## config.mk

```make
export PLATFORM = sky130hd
export DESIGN_NAME = gate_clock_multiplier
export DESIGN_NICKNAME = d
export VERILOG_FILES = /design/src/rtl/core/gcm_pkg.sv /design/src/rtl/core/gcm_gate_step.sv /design/src/rtl/core/gate_clock_multiplier.sv
export SDC_FILE = /design/constraint.sdc
export NUM_CORES = 1
export LEC_CHECK = 0
export ABC_AREA = 1
export ABC_CLOCK_PERIOD_IN_PS = 5100
export BUFFER_PORTS_ARGS = -buffer_cell sky130_fd_sc_hd__clkbuf_2
export CORE_ASPECT_RATIO = 1.2
export CORE_UTILIZATION = 65
export CTS_CLUSTER_DIAMETER = 80
export CTS_CLUSTER_SIZE = 12
export DETAILED_ROUTE_END_ITERATION = 10
export PLACE_DENSITY = 0.92
export SLEW_MARGIN = 40
export SYNTH_ARGS = -nofsm -noshare
export SYNTH_HDL_FRONTEND = slang
export SYNTH_SLANG_ARGS = --single-unit
```

## constraint.sdc

```tcl
create_clock -name clk -period 5.1 [get_ports clk]
set_input_delay 1.275 -clock clk [delete_from_list [all_inputs] [get_ports clk]]
set_output_delay 1.275 -clock clk [all_outputs]
set_load 0.005 [all_outputs]
```

## src/rtl/core/gcm_pkg.sv

```systemverilog
`timescale 1ns / 1ps

package gcm_pkg;

	localparam int SAMPLE_W   = 16;
	localparam int NUM_GATES  = 5;
	localparam int GATE_IDX_W = 3;
	localparam int PULSE_W    = 5;

	localparam logic [GATE_IDX_W-1:0] LAST_GATE = GATE_IDX_W'(NUM_GATES - 1);
	localparam logic signed [SAMPLE_W-1:0] THRESHOLD_RESET = 16'sd8192;

	typedef enum logic [1:0] {
		ST_IDLE,
		ST_EDGE,
		ST_EVAL,
		ST_OUT
	} gcm_state_t;

	typedef logic [NUM_GATES-1:0] gcm_gates_t;

endpackage

```

## src/rtl/core/gcm_gate_step.sv

```systemverilog
`timescale 1ns / 1ps

module gcm_gate_step #(
	parameter int COUNT_BITS = 24
) (
	input  logic [COUNT_BITS-1:0]          period,
	input  logic [gcm_pkg::GATE_IDX_W-1:0] gate_idx,
	input  logic [COUNT_BITS-1:0]          residue,
	input  logic [gcm_pkg::PULSE_W-1:0]    pulses,
	input  logic                           advance,
	output logic                           fire,
	output logic [COUNT_BITS-1:0]          residue_next,
	output logic [gcm_pkg::PULSE_W-1:0]    pulses_next
);
	import gcm_pkg::*;

	logic [COUNT_BITS-1:0] quot;
	logic [COUNT_BITS-1:0] quot_eff;
	logic [COUNT_BITS-1:0] res_inc;
	logic [PULSE_W-1:0]    factor;

	// residue tracks elapsed count modulo the gate spacing
	always_comb begin
		quot     = period >> gate_idx;
		quot_eff = (quot == '0) ? COUNT_BITS'(1) : quot;
		factor   = PULSE_W'(1) << gate_idx;
		fire     = (residue == '0) && (pulses < factor);
		pulses_next = fire ? pulses + PULSE_W'(1) : pulses;
		res_inc  = residue + COUNT_BITS'(1);
		if (!advance) begin
			// hold once the elapsed count has saturated
			residue_next = residue;
		end else if (res_inc == quot_eff) begin
			residue_next = '0;
		end else begin
			residue_next = res_inc;
		end
	end

endmodule

```

## src/rtl/core/gate_clock_multiplier.sv

```systemverilog
`timescale 1ns / 1ps
// Gate clock multiplier with period tracking.
// Input channel (in_valid / in_stall / clock_sample): one signed sample of an
// input clock per transaction. Output channel (out_valid / out_stall /
// gate_x1..gate_x16): one transaction of five one-sample gate pulses per input.
// gate_threshold is written with threshold_we; the user must write it only
// while the block is idle, which the block itself does not enforce. Each
// sample runs through the edge state, then through a shared compare/update unit
// in the eval state (one gate per cycle), then through the output state, which
// loads the output register. A new sample is taken only after the previous one
// has left the output state. The output register holds a finished result
// while the next sample is accepted and worked; if the result is still
// stalled when the next one is done, the block waits in its output state
// with in_stall high.
// Reset clears the threshold to 8192, the period to RESET_PERIOD, the elapsed
// count, edge flag and pulse counters, and empties the output register.
module gate_clock_multiplier #(
	parameter int COUNT_BITS   = 24,
	parameter int RESET_PERIOD = 48000
) (
	input  logic                               clk,
	input  logic                               arst_n,
	input  logic                               threshold_we,
	input  logic signed [gcm_pkg::SAMPLE_W-1:0] gate_threshold,
	input  logic                               in_valid,
	output logic                               in_stall,
	input  logic signed [gcm_pkg::SAMPLE_W-1:0] clock_sample,
	output logic                               out_valid,
	input  logic                               out_stall,
	output logic                               gate_x1,
	output logic                               gate_x2,
	output logic                               gate_x4,
	output logic                               gate_x8,
	output logic                               gate_x16
);
	import gcm_pkg::*;

	localparam logic [COUNT_BITS-1:0] COUNT_MAX   = {COUNT_BITS{1'b1}};
	localparam logic [COUNT_BITS-1:0] PERIOD_INIT = COUNT_BITS'(RESET_PERIOD);

	gcm_state_t state_q, state_d;

	logic signed [SAMPLE_W-1:0] thr_q;
	logic signed [SAMPLE_W-1:0] sample_q;
	logic                       input_high_q;
	logic [COUNT_BITS-1:0]      elapsed_q;
	logic [COUNT_BITS-1:0]      period_q;
	logic [PULSE_W-1:0]         pulses_q  [NUM_GATES];
	logic [COUNT_BITS-1:0]      residue_q [NUM_GATES];
	logic [GATE_IDX_W-1:0]      k_q;
	gcm_gates_t                 fire_q;
	gcm_gates_t                 gates_q;
	logic                       out_valid_q;

	logic                  in_accept;
	logic                  out_take;
	logic                  out_load;
	logic                  edge_seen;
	logic                  advance;
	logic                  step_fire;
	logic [COUNT_BITS-1:0] step_residue;
	logic [PULSE_W-1:0]    step_pulses;

	assign in_stall  = (state_q != ST_IDLE);
	assign in_accept = in_valid && !in_stall;
	assign out_valid = out_valid_q;
	assign out_take  = out_valid_q && !out_stall;
	assign edge_seen = !input_high_q && (sample_q > thr_q);
	assign advance   = (elapsed_q != COUNT_MAX);

	assign gate_x1  = gates_q[0];
	assign gate_x2  = gates_q[1];
	assign gate_x4  = gates_q[2];
	assign gate_x8  = gates_q[3];
	assign gate_x16 = gates_q[4];

	gcm_gate_step #(
		.COUNT_BITS (COUNT_BITS)
	) u_step (
		.period       (period_q),
		.gate_idx     (k_q),
		.residue      (residue_q[k_q]),
		.pulses       (pulses_q[k_q]),
		.advance      (advance),
		.fire         (step_fire),
		.residue_next (step_residue),
		.pulses_next  (step_pulses)
	);

	always_comb begin
		state_d  = state_q;
		out_load = 1'b0;
		case (state_q)
			ST_IDLE: begin
				if (in_accept) state_d = ST_EDGE;
			end
			ST_EDGE: begin
				state_d = ST_EVAL;
			end
			ST_EVAL: begin
				if (k_q == LAST_GATE) state_d = ST_OUT;
			end
			ST_OUT: begin
				// wait for room in the output register
				if (!out_valid_q || !out_stall) begin
					out_load = 1'b1;
					state_d  = ST_IDLE;
				end
			end
			default: state_d = ST_IDLE;
		endcase
	end

	always_ff @(posedge clk or negedge arst_n) begin
		if (!arst_n) begin
			state_q <= ST_IDLE;
		end else begin
			state_q <= state_d;
		end
	end

	always_ff @(posedge clk or negedge arst_n) begin
		if (!arst_n) begin
			thr_q <= THRESHOLD_RESET;
		end else if (threshold_we) begin
			thr_q <= gate_threshold;
		end
	end

	always_ff @(posedge clk) begin
		if (in_accept) sample_q <= clock_sample;
	end

	always_ff @(posedge clk or negedge arst_n) begin
		if (!arst_n) begin
			input_high_q <= 1'b0;
			elapsed_q    <= '0;
			period_q     <= PERIOD_INIT;
			k_q          <= '0;
			for (int i = 0; i < NUM_GATES; i++) begin
				pulses_q[i]  <= '0;
				residue_q[i] <= '0;
			end
		end else begin
			case (state_q)
				ST_EDGE: begin
					if (edge_seen) begin
						period_q     <= elapsed_q;
						elapsed_q    <= '0;
						input_high_q <= 1'b1;
						for (int i = 0; i < NUM_GATES; i++) begin
							pulses_q[i]  <= '0;
							residue_q[i] <= '0;
						end
					end else if (input_high_q && (sample_q <= thr_q)) begin
						input_high_q <= 1'b0;
					end
				end
				ST_EVAL: begin
					pulses_q[k_q]  <= step_pulses;
					residue_q[k_q] <= step_residue;
					if (k_q == LAST_GATE) begin
						k_q <= '0;
						if (advance) elapsed_q <= elapsed_q + COUNT_BITS'(1);
					end else begin
						k_q <= k_q + GATE_IDX_W'(1);
					end
				end
				default: ;
			endcase
		end
	end

	always_ff @(posedge clk) begin
		if (state_q == ST_EVAL) fire_q[k_q] <= step_fire;
		if (out_load) gates_q <= fire_q;
	end

	always_ff @(posedge clk or negedge arst_n) begin
		if (!arst_n) begin
			out_valid_q <= 1'b0;
		end else if (out_load) begin
			out_valid_q <= 1'b1;
		end else if (out_take) begin
			out_valid_q <= 1'b0;
		end
	end

	a_accept_to_edge: assert property (@(posedge clk) disable iff (!arst_n)
		in_accept |=> state_q == ST_EDGE)
		else $error("accepted sample did not start edge check");

	a_eval_ends: assert property (@(posedge clk) disable iff (!arst_n)
		(state_q == ST_EVAL && k_q == LAST_GATE) |=> state_q == ST_OUT)
		else $error("gate sequence did not end at the last gate");

	a_high_from_edge: assert property (@(posedge clk) disable iff (!arst_n)
		$rose(input_high_q) |-> $past(state_q == ST_EDGE))
		else $error("edge flag set outside edge check");

	a_cap_x1: assert property (@(posedge clk) disable iff (!arst_n)
		pulses_q[0] <= PULSE_W'(1))
		else $error("gate x1 exceeded its pulse cap");

	a_cap_x16: assert property (@(posedge clk) disable iff (!arst_n)
		pulses_q[4] <= PULSE_W'(16))
		else $error("gate x16 exceeded its pulse cap");

	a_load_room: assert property (@(posedge clk) disable iff (!arst_n)
		out_load |-> (!out_valid_q || !out_stall))
		else $error("output register overwritten while stalled");

endmodule

```

# After elaboration in Yosys (flattened, before gate mapping)
# Cells that the tools add are included.
dict set report classes {
  add_sub_neg 4
  n_mul 0
  div 0
  n_lt_le_gt_ge 7
  eq_ne 11
  shift 2
  muxes 38
  n_bitwise 1
  reduce_logical 24
}
# operator n
set ops {}
lappend ops {{$pmux W120 S2} 1}
lappend ops {{$mux W24} 9}
lappend ops {{$bwmux W120} 1}
lappend ops {{$mux W120} 1}
lappend ops {{$bmux W24 S3} 1}
lappend ops {{$demux W24 S3} 1}
lappend ops {{$pmux W25 S2} 1}
lappend ops {{$add A24 B1 Y24 const B} 2}
lappend ops {{$logic_not A24 Y1} 2}
lappend ops {{$pmux W24 S2} 1}
lappend ops {{$bwmux W25} 1}
lappend ops {{$mux W25} 1}
lappend ops {{$eq A24 B24 Y1} 1}
lappend ops {{$ne A24 B24 Y1 const B} 1}
lappend ops {{$shr A24 B3 Y24} 1}
lappend ops {{$mux W5} 4}
lappend ops {{$gt A16 B16 Y1} 1}
lappend ops {{$le A16 B16 Y1} 1}
lappend ops {{$bmux W5 S3} 1}
lappend ops {{$demux W5 S3} 1}
lappend ops {{$ne A2 B2 Y1 const B} 4}
lappend ops {{$pmux W2 S4} 1}
lappend ops {{$reduce_bool A2 Y1} 4}
lappend ops {{$logic_and A1 B1 Y1} 7}
lappend ops {{other kinds (24)} 38}
dict set report word_totals {
  regBits 242
  latch_bits 0
  mem_bits_rw 0
  romBits 0
  input_bits 37
  out_inout_bits 7
  wordCells 107
  n_memories 0
}

# Longest topological paths before layout
dict set report logic_depth {
  word_depth 10
  ltp_mapped 27
  mapped_depth_nobuf 27
}

# Modules after synthesis
# Synthesis repeated with hierarchy kept, for this count alone.
dict set report hier_totals {
  cells_unflattened 1809
  area_unflattened_um2 14074.7
}
# module n_inst cells_each area_per_inst_um2 seq_area_each_um2
set modules_own_cells {}
lappend modules_own_cells {gate_clock_multiplier 1 1244 11227.0 6195.9}
lappend modules_own_cells {gcm_gate_step 1 565 2847.7 0.0}

# Worst setup path before layout
# No wires, ideal clock.
dict set report synth_path {
  path_kind {register -> register}
  startpoint {reg thr_q[3]}
  endpoint {reg elapsed_q[23]}
  setup_time_ns 0.064
  arrival_ns 3.433
  required_time_ns 5.036
  path_slack_ns 1.602
  stages_incl_launch_ff 25
  n_path_buf 1
  period_less_slack_ns 3.498
  cell_sequence {dfrtp_1 inv_1 ha_1 nand2_1 inv_1 a221oi_1 o211a_1 o2111ai_1 xor2_1 nor2_1 ha_1 nand2_1 clkbuf_1 nor2_1 inv_1 nand2_1 nand2_1 nor2_1 inv_1 nor2_1 nand3_1 nor3_1 nand2_1 a21oi_1 o21a_1}
}
dict set report synth_via {
  elab_chain_cells 4
}
# element line
set synth_lines {}
lappend synth_lines {{start: declaration} gate_clock_multiplier.sv:43} ;# logic signed [SAMPLE_W-1:0] thr_q;
lappend synth_lines {{start signal: assignment} gate_clock_multiplier.sv:126} ;# thr_q <= gate_threshold;
lappend synth_lines {{$gt A16 B16 Y1} gate_clock_multiplier.sv:68} ;# assign edge_seen = !input_high_q && (sample_q > thr_q);
lappend synth_lines {{$logic_and A1 B1 Y1} gate_clock_multiplier.sv:68}
lappend synth_lines {{via edge_seen} gate_clock_multiplier.sv:58} ;# logic edge_seen;
lappend synth_lines {{$ne A2 B2 Y1 (no source line)} --}
lappend synth_lines {{$reduce_and A4 Y1 (no source line)} --}
lappend synth_lines {{end signal: assignment} gate_clock_multiplier.sv:164} ;# if (advance) elapsed_q <= elapsed_q + COUNT_BITS'(1);
lappend synth_lines {{end: declaration} gate_clock_multiplier.sv:46} ;# logic [COUNT_BITS-1:0] elapsed_q;
# The timed path passes the listed nets, and every way through them passes these cells.
# A chain may end at the register's enable or synchronous reset.

# Worst setup path after layout
dict set report layout_path {
  startpoint {reg thr_q[3]}
  endpoint {reg elapsed_q[20]}
}
# Same word-level chain as after synthesis.

==> impl_metrics.csv <==
group,metric,value,unit
sta,rsz0062_at_grt,"no",
sta,final_hold_viol_count,0,
route,first_pass_iters,6,
place,port_buffers,43,
worst_setup_path,critical_path.max_stage_delay,400,ps
sta,slew_violations,0,
synthesis,synth_top_cell_by_area,"dfrtp_1",
floorplanning,num_rows,60,
clock_tree,cts_tree,"yes",
route,viasPerCell,6.113,
floorplanning,initial_core_util,66.25,%
synthesis,synth_warnings,0,
final_layout,finalInstanceArea,15880,µm²
synthesis,synth_cell_types,47,
run_status,status,"complete, no violations",
sta,tightest_slew,669.1,ps
place,dpl.hpwl,31.39,mm
synthesis,synth.most_common_cell,"nand2_1",
synthesis,synthFlopType,"dfrtp_1",
route,dr_wl_met3,4.266,mm
sta,skew,17.25,ps
route,dr_total_vias,14592,
worst_setup_path,path_cells,"inv_1, ha_1, nand2_1, inv_1, a221oi_1, o211a_1, o2111ai_1, xor2_1, nor2_1, ha_1, nand2_1, buf_4, nor2_1, inv_1, nand2_1, buf_4, inv_1, nor4_1, nand2_1, nor2_1, nand2_1, nor2_1, nor2_1, nor3_1",
global_routing,grt.total_usage,40.16,%
worst_setup_path,required,5540,ps
clock_tree,clock_latency,550,ps
clock_tree,clk_pin_slew,60,ps
clock_tree,post-cts-setup-buffers,0,
clock_tree,cts_root_buf,"clkbuf_16",
place,dpl_cell_area,15170,µm²
clock_tree,cts_max_level,1,
synthesis,synthCells,2079,
sta,setup_tns,0,ps
final_layout,final_cell_count_no_fill,2387,
final_layout,drive_above_1_share,10.49,%
route,routedWlPerCell,19.39,µm
run,cap_viol_max_count,0,
synthesis,synth_seq_cells,242,
worst_setup_path,crit_arrival,5040,ps
route,routed_wirelength,46.29,mm
global_routing,grt_overflow_total,0,
sta,period_share,90.23,%
clock_tree,ctsHoldBuffers,0,
global_routing,antenna_found_initial,0,
power,power_leakage,8.259,nW
floorplanning,die_area,23490,µm²
global_routing,grt_pass1_vias,14405,
route,top_layer,"met4",
clock_tree,clockBufferDepth,3,
place,gp_congestion,1.035,
synthesis,synthArstFlopShare,89.26,%
sta,fmax,217.3,MHz
route,drc,0,
power,pwr_density_cell,460.1,nW/µm²
worst_setup_path,crit_type,"reg2reg",
global_routing,grt_start_max_net_pins,110,
floorplanning,io_pins,44,
synthesis,syn_area_per_cell,7.153,µm²
worst_setup_path,critPathLaunchType,"flop",
synthesis,synth_top_area_share,35.00,%
synthesis,yosys-top-cells-count,"948 x nand2_1, 208 x dfrtp_1, 203 x nand3_1",
global_routing,grt_pass1_wl,73.42,mm
power,ir_drop,0.6673,mV
route,antenna_left,0,
synthesis,synth_seq_area_share,41.66,%
floorplanning,die_y,167.7,µm
synthesis,synth_area_leaders,"dfrtp_1 35%, nand2_1 24%, nand3_1 6.8%",
clock_tree,numCtsBuffers,24,
place,dp_cells,2342,
synthesis,synth_area,14870,µm²
sta,setup_viol_count_final,0,
synthesis,synth-edff-count,26,
floorplanning,coreArea,22450,µm²
final_layout,fin_nets,2161,
synthesis,synth_nets,2151,
worst_setup_path,slowest_stage,"nor2_1",
sta,relSlewSlack,54.93,%
clock_tree,cts_resized,0,
sta,period_minus_slack,4602,ps
route,drtIter0Drc,1545,
clock_tree,clock_sinks,242,
worst_setup_path,endpoint_kind,"flop",
route,wl_met2,22.21,mm
route,met1Wirelength,17.20,mm
worst_setup_path,worst-path-max-fanout,46,
floorplanning,die-width,140.1,µm
worst_hold_path,hp-class,"reg2reg",
final_layout,syn2layout_area_growth,6.798,%
-- per-stage QoR --
stage / util (%) / total power, mW / setup WS [ps] / hold slack, ps
detailed placement: 67.59 / 5.508 / 802.6 / 405.4
finish: 70.76 / 7.307 / 498.2 / 426.5
global placement: 67.53 / 5.404 / 841.7 / 414.4
CTS: 70.75 / 7.175 / 663.9 / 426.0
floorplan: - / 4.554 / 1602 / 400.3
global route: 70.75 / 7.583 / 152.3 / 437.5
-- per-layer routing --
| metal | GRT usage (%) | vias to the layer above |
|---|---|---|
| met5 | 0 | - |
| met1 | 48.72 | 6799 |
| met3 | 6.205 | 222 |
| met4 | 22.93 | 0 |
| li1 | - | 6681 |
| met2 | 68.20 | 890 |
-- where the power goes --
group	switching [mW]	internal, mW	total, mW
clock network	0.774	0.892	1.67
registers	0.193	2.20	2.39
logic	2.46	0.786	3.25
-- layout by cell type (no fill, tap or decap), types with 26 or more instances in the layout --
cell type / Yosys / layout
nor2_2: 24 / 29
dfrtp_1: 208 / 206
nand2_1: 948 / 948
clkbuf_2: 0 / 42
o21ai_0: 73 / 73
a21oi_1: 31 / 31
nand4_1: 38 / 38
nand2_4: 28 / 28
nand3_1: 203 / 203
nor2_1: 127 / 122
inv_1: 119 / 119
ha_1: 35 / 35
edfxtp_1: 26 / 26
buf_4: 12 / 30
-- area by class of cell --
cell class | instances | area (µm²)
Tap cell | 279 | 349.1
Timing Repair Buffer | 75 | 500.5
Sequential cell | 242 | 6201
Clock inverter | 3 | 43.79
Multi-Input combinational cell | 1616 | 7624
Inverter | 130 | 498.0
Antenna cell | 1 | 2.502
Fill cell | 1759 | 6564
Clock buffer | 41 | 664.4
-- critical path: cells and delay by family (launching register included) --
kind,cells,cell delay (ps)
xor+xnor,1,160
buf+inv,6,870
compound gates,3,570
simple gates,12,1920
flops,1,330
fa+ha+maj,2,600
-- final timing paths --
check | startpoint | depth (start not counted) | slack (ps) | end
min in group asynchronous | arst_n | 1 | 700 | thr_q[10]
min | fire_q[2] | 0 | 430 | gates_q[2]
max in group asynchronous | arst_n | 2 | 3610 | period_q[12]
max | thr_q[3] | 24 | 500 | elapsed_q[20]
min reg2reg | fire_q[2] | 0 | 430 | gates_q[2]
max reg2reg | thr_q[3] | 24 | 500 | elapsed_q[20]
-- sequential cells by signal, indices dropped and copies added (netlist names), 2 cells and up --
register and cells:
pulses_q 25, thr_q 16, gates_q 5, period_q 24, k_q 3, state_q 2, residue_q 120, sample_q 16
elapsed_q 24, fire_q 5
-- logic make-up (layout without fill, tap and decap cells) --
group           after synthesis  in the layout  synth area share (%)
simple gates               1434           1434                 42.11
flops                       242            242                 41.66
buf+inv                     221            249                 7.193
compound gates              136            136                 5.427
fa+ha+maj                    35             35                 2.945
xor+xnor                     10             10                0.5890
mux                           1              1               0.07571
other cells                   0              1                     0
Power figures use the tool's default switching activity.
